===== config.mk =====
export PLATFORM = sky130hd
export DESIGN_NAME = plob_div
export DESIGN_NICKNAME = d
export VERILOG_FILES = /design/src/plob_pkg.sv /design/src/plob_div.sv
export SDC_FILE = /design/constraint.sdc
export NUM_CORES = 1
export LEC_CHECK = 0
export BUFFER_PORTS_ARGS = -buffer_cell sky130_fd_sc_hd__buf_2
export CAP_MARGIN = 5
export CORE_AREA = 4 4 141 143
export DETAILED_ROUTE_END_ITERATION = 8
export DIE_AREA = 0 0 145 147
export GPL_TIMING_DRIVEN = 0
export PLACE_DENSITY = 0.8
export SETUP_SLACK_MARGIN = 0.2
export SYNTH_ARGS = -nofsm -noshare
export SYNTH_HDL_FRONTEND = slang
export SYNTH_SLANG_ARGS = --single-unit

===== constraint.sdc =====
create_clock -name clk -period 8.45 [get_ports clk]
set_input_delay 1.69 -clock clk [delete_from_list [all_inputs] [get_ports clk]]
set_output_delay 1.69 -clock clk [all_outputs]
set_load 0.01 [all_outputs]

===== src/plob_pkg.sv =====
package plob_pkg;

  localparam int MAX_LEVELS_DEF = 256;
  localparam int FRAC_BITS_DEF  = 16;

  localparam int PX_W     = 32;
  localparam int QTY_W    = 32;
  localparam int CFG_W    = 9;
  localparam int LVL_W    = 9;
  localparam int AVG_W    = 48;
  localparam int SPREAD_W = 33;
  localparam int LIQ_W    = 40;
  localparam int COST_W   = 64;

  localparam int IN_TDATA_W  = 64;
  localparam int IN_TUSER_W  = 2;
  localparam int OUT_TDATA_W = 184;

  // output tdata field offsets
  localparam int O_AVG    = 0;
  localparam int O_NOLIQ  = 48;
  localparam int O_DROP   = 49;
  localparam int O_BIDLVL = 50;
  localparam int O_ASKLVL = 59;
  localparam int O_SPREAD = 68;
  localparam int O_BIDLIQ = 101;
  localparam int O_ASKLIQ = 141;

  localparam logic REQ_ADD   = 1'b0;
  localparam logic REQ_QUOTE = 1'b1;
  localparam logic SIDE_BID  = 1'b0;
  localparam logic SIDE_ASK  = 1'b1;

  localparam logic [LIQ_W-1:0] LIQ_MAX = '1;

endpackage


===== src/plob_div.sv =====
module plob_div import plob_pkg::*; #(
  parameter int FRAC_BITS = FRAC_BITS_DEF
) (
  input  logic              clk,
  input  logic              rst_n,
  input  logic              start,
  input  logic [COST_W-1:0] cost,
  input  logic [QTY_W-1:0]  divisor,
  output logic              done,
  output logic [AVG_W-1:0]  quot
);

  localparam int DW  = COST_W + FRAC_BITS;
  localparam int CNW = $clog2(DW + 1);

  logic [DW-1:0]    dvd_r;
  logic [QTY_W-1:0] rem_r;
  logic [QTY_W-1:0] dsr_r;
  logic [AVG_W-1:0] quot_r;
  logic [CNW-1:0]   cnt_r;
  logic             busy_r;
  logic             done_r;
  logic [QTY_W:0]   rem_sh;
  logic [QTY_W:0]   rem_sub;
  logic             fits;

  // one quotient bit a cycle, restoring
  assign rem_sh  = {rem_r, dvd_r[DW-1]};
  assign rem_sub = rem_sh - {1'b0, dsr_r};
  assign fits    = (rem_sh >= {1'b0, dsr_r});

  always_ff @(posedge clk) begin
    if (!rst_n) begin
      busy_r <= 1'b0;
      done_r <= 1'b0;
    end else begin
      done_r <= 1'b0;
      if (start) begin
        dvd_r  <= {cost, {FRAC_BITS{1'b0}}};
        dsr_r  <= divisor;
        rem_r  <= '0;
        quot_r <= '0;
        cnt_r  <= CNW'(DW);
        busy_r <= 1'b1;
      end else if (busy_r) begin
        dvd_r  <= {dvd_r[DW-2:0], 1'b0};
        rem_r  <= fits ? rem_sub[QTY_W-1:0] : rem_sh[QTY_W-1:0];
        quot_r <= {quot_r[AVG_W-2:0], fits};
        cnt_r  <= cnt_r - CNW'(1);
        if (cnt_r == CNW'(1)) begin
          busy_r <= 1'b0;
          done_r <= 1'b1;
        end
      end
    end
  end

  assign done = done_r;
  assign quot = quot_r;

endmodule


==> results.py <==
metrics = {
    "worst_setup_path": {
        "r2r-start": "rem_r[8]",
        "endpoint": "rem_r[26]",
        "worstSetupPathType": "flop to flop",
        "cp.arrival_ns": 3.78,
        "cp_max_fo": 10,
        "required_ns": 8.62,
        "reg2reg_depth": 11,
        "crit_path_start": "rem_r[8]",
        "startpoint_type": "flop",
        "endpoint_kind": "flop",
        "rrSetupSlack_ns": 4.84,
        "r2r-end": "rem_r[26]",
    },
    "floorplan": {
        "core_area_mm2": 0.0186,
        "die_w_um": 145,
        "die_h_um": 147,
        "dieArea_mm2": 0.0213,
        "start_util": 0.495,
        "rows": 50,
        "io-pin-count": 148,
    },
    "global_routing": {
        "antenna_found_initial": 4,
        "overflow": 0,
        "grt_usage": 0.185,
        "grt_max_degree": 55,
        "grt_pass1_vias": 6159,
        "grt_pass1_wl_um": 31900,
    },
    "sta": {
        "fin_skew_ns": 0.0119,
        "hold_viol": 0,
        "fin_ws_ns": 4.84,
        "fin_setup_tns_ns": 0,
        "relSlewSlack": 0.419,
        "hold_ws_ns": 0.459,
        "finalCritPeriodShare": 0.427,
        "max_freq_ghz": 0.277,
        "period_minus_slack_ns": 3.61,
        "tightest_slew_ns": 0.871,
        "grt_setup_unrepaired": "no",
        "setup_viol": 0,
        "slew_violations": 0,
    },
    "placed_design": {
        "io_buffers": 146,
        "place_hpwl_um": 13700,
        "gp_congestion": 0.879,
        "place_ws_ns": 4.84,
    },
    "clock_network": {
        "cts_resized": 0,
        "hold_buffers": 0,
        "root_buffer": "clkbuf_16",
        "clock_latency_ns": 0.44,
        "cts.reportedPaths.clkPinSlew_ns": 0.08,
        "postCtsSetupBuffers": 0,
        "htree_levels": 4,
        "cts_buffer_depth": 2,
        "cts_tree": "yes",
        "cts_buffers": 17,
        "clkSinkCount": 185,
    },
    "drt": {
        "viasPerCell": 5.43,
        "vias": 6198,
        "ant_nets": 0,
        "route.detailed.drc": 0,
        "drt-total-wl_um": 19500,
        "drt_iter0_drc": 380,
        "firstDrtPassIters": 5,
        "wl_per_cell_um": 17.1,
    },
    "layout": {
        "finish.utilization": 0.590,
        "register_area_mm2": 0.00554,
        "fillers": 1508,
        "multi_input_area_mm2": 0.00339,
        "drive_gt1_frac": 0.284,
        "mostFrequentLayoutCells": "183 x edfxtp_1, 150 x buf_2, 71 x nor2_1",
        "fin_nets": 1027,
        "mostFrequentLayoutCell": "edfxtp_1",
        "synthToLayoutAreaGrowth_pct": 19.1,
    },
    "min_path": {
        "hp-class": "flop to flop",
    },
    "logic_synthesis": {
        "synth_area_leader_cell": "edfxtp_1",
        "ys_top_cells_by_area": "edfxtp_1 60%, mux2_2 7.7%, ha_1 4.6%",
        "yosysWarnings": 0,
        "ys_seq_area_frac": 0.602,
        "synthCells": 726,
        "synth_fp_nets": 860,
        "ys_ff_latch": 185,
        "synth_ff_type": "edfxtp_1",
        "synth_edf_count": 183,
        "yosysTopAreaCellShare": 0.597,
        "avgSynthCellArea_um2": 12.7,
        "synthArstFlopShare": 0,
        "synth_area_mm2": 0.00920,
        "synth_cell_types": 56,
    },
    "pwr": {
        "p_leak_nw": 4.40,
        "cellPowerDensity_mw_per_mm2": 222,
        "max-vdd-ir-drop_mv": 0.131,
    },
    "status": {
        "outcome": "completed",
    },
    "run": {
        "maxCapViolations": 0,
    },
}
==> critical path, cell delays in order (launching register included) <==
cell	delay, ns
edfxtp_1	0.40
ha_1	0.41
and4_1	0.27
o21ai_1	0.08
a31oi_1	0.08
o41ai_1	0.70
o21ai_1	0.31
a311oi_4	0.43
buf_2	0.33
nor2_1	0.11
a21oi_1	0.16
nor2_1	0.06
==> synth_stat cells (all sizes together), types with 4 or more instances <==
| cell | instances |
|---|---|
| and3 | 8 |
| ha | 34 |
| nand4 | 7 |
| a31oi | 4 |
| a21boi | 4 |
| or3 | 5 |
| buf | 8 |
| mux2i | 10 |
| xor2 | 9 |
| edfxtp | 183 |
| and4 | 4 |
| xnor2 | 18 |
| o21bai | 7 |
| mux2 | 63 |
| inv | 41 |
| a21oi | 49 |
| nor2 | 71 |
| nand2b | 5 |
| clkbuf | 22 |
| nand3 | 6 |
| nor3 | 7 |
| nand2 | 26 |
| nor2b | 51 |
| o21a | 8 |
| a21o | 14 |
| o21ai | 24 |
==> per-stage QoR <==
stage | cells | cell area, um2 | power [W]
after floorplan | 726 | 9200 | 0.00146
after global placement | 1106 | 10200 | 0.00158
final | 1141 | 11000 | 0.00243
after CTS | 1140 | 11000 | 0.00245
after detailed placement | 1108 | 10300 | 0.00159
after global routing | 1140 | 11000 | 0.00255
==> flip-flops by register name (all words and copies together), names as in the netlist <==
register	cells
dsr_r	32
rem_r	32
dvd_r	64
quot	48
cnt_r	7
done	1
busy_r	1
==> power by group <==
part	total (W)	internal [W]	switching, W
logic	0.000449	0.000193	0.000256
registers	0.00112	0.00109	0.0000262
clock network	0.000858	0.000442	0.000416
==> cell type report <==
class	count	area share
Timing Repair Buffer	148	0.0717
Clock inverter	15	0.0219
Buffer	30	0.0118
Tap cell	234	0.0267
Inverter	41	0.0140
Multi-Input combinational cell	470	0.310
Sequential cell	185	0.505
Antenna cell	1	0.000228
Clock buffer	17	0.0388
==> per-layer routing <==
metal,GRT usage,vias to the layer above,wire [um]
met4,0.0589,6,390
met5,0,-,40
li1,-,3000,-
met2,0.294,197,9080
met1,0.241,2955,8530
met3,0.0654,40,1470
==> logic make-up (layout without fill, tap and decap cells) <==
group / count (synthesis) / count (layout) / synth area share
compound gates: 135 / 135 / 0.0955
buf+inv: 71 / 251 / 0.0307
other cells: 0 / 1 / 0
flops: 185 / 185 / 0.602
mux: 73 / 73 / 0.0880
simple gates: 200 / 200 / 0.110
fa+ha+maj: 35 / 35 / 0.0484
xor+xnor: 27 / 27 / 0.0257
==> worst min-delay path by stage <==
| stage | start | to | cells past startpoint |
|---|---|---|---|
| 4_1_cts | busy_r | done | 2 |
| 2_1_floorplan | busy_r | done | 2 |
| 5_1_grt | busy_r | done | 2 |
| 3_5_place_dp | busy_r | done | 2 |
| 6_report | busy_r | done | 2 |
| 3_3_place_gp | busy_r | done | 2 |
No activity file was read; power rests on OpenSTA's default activity.
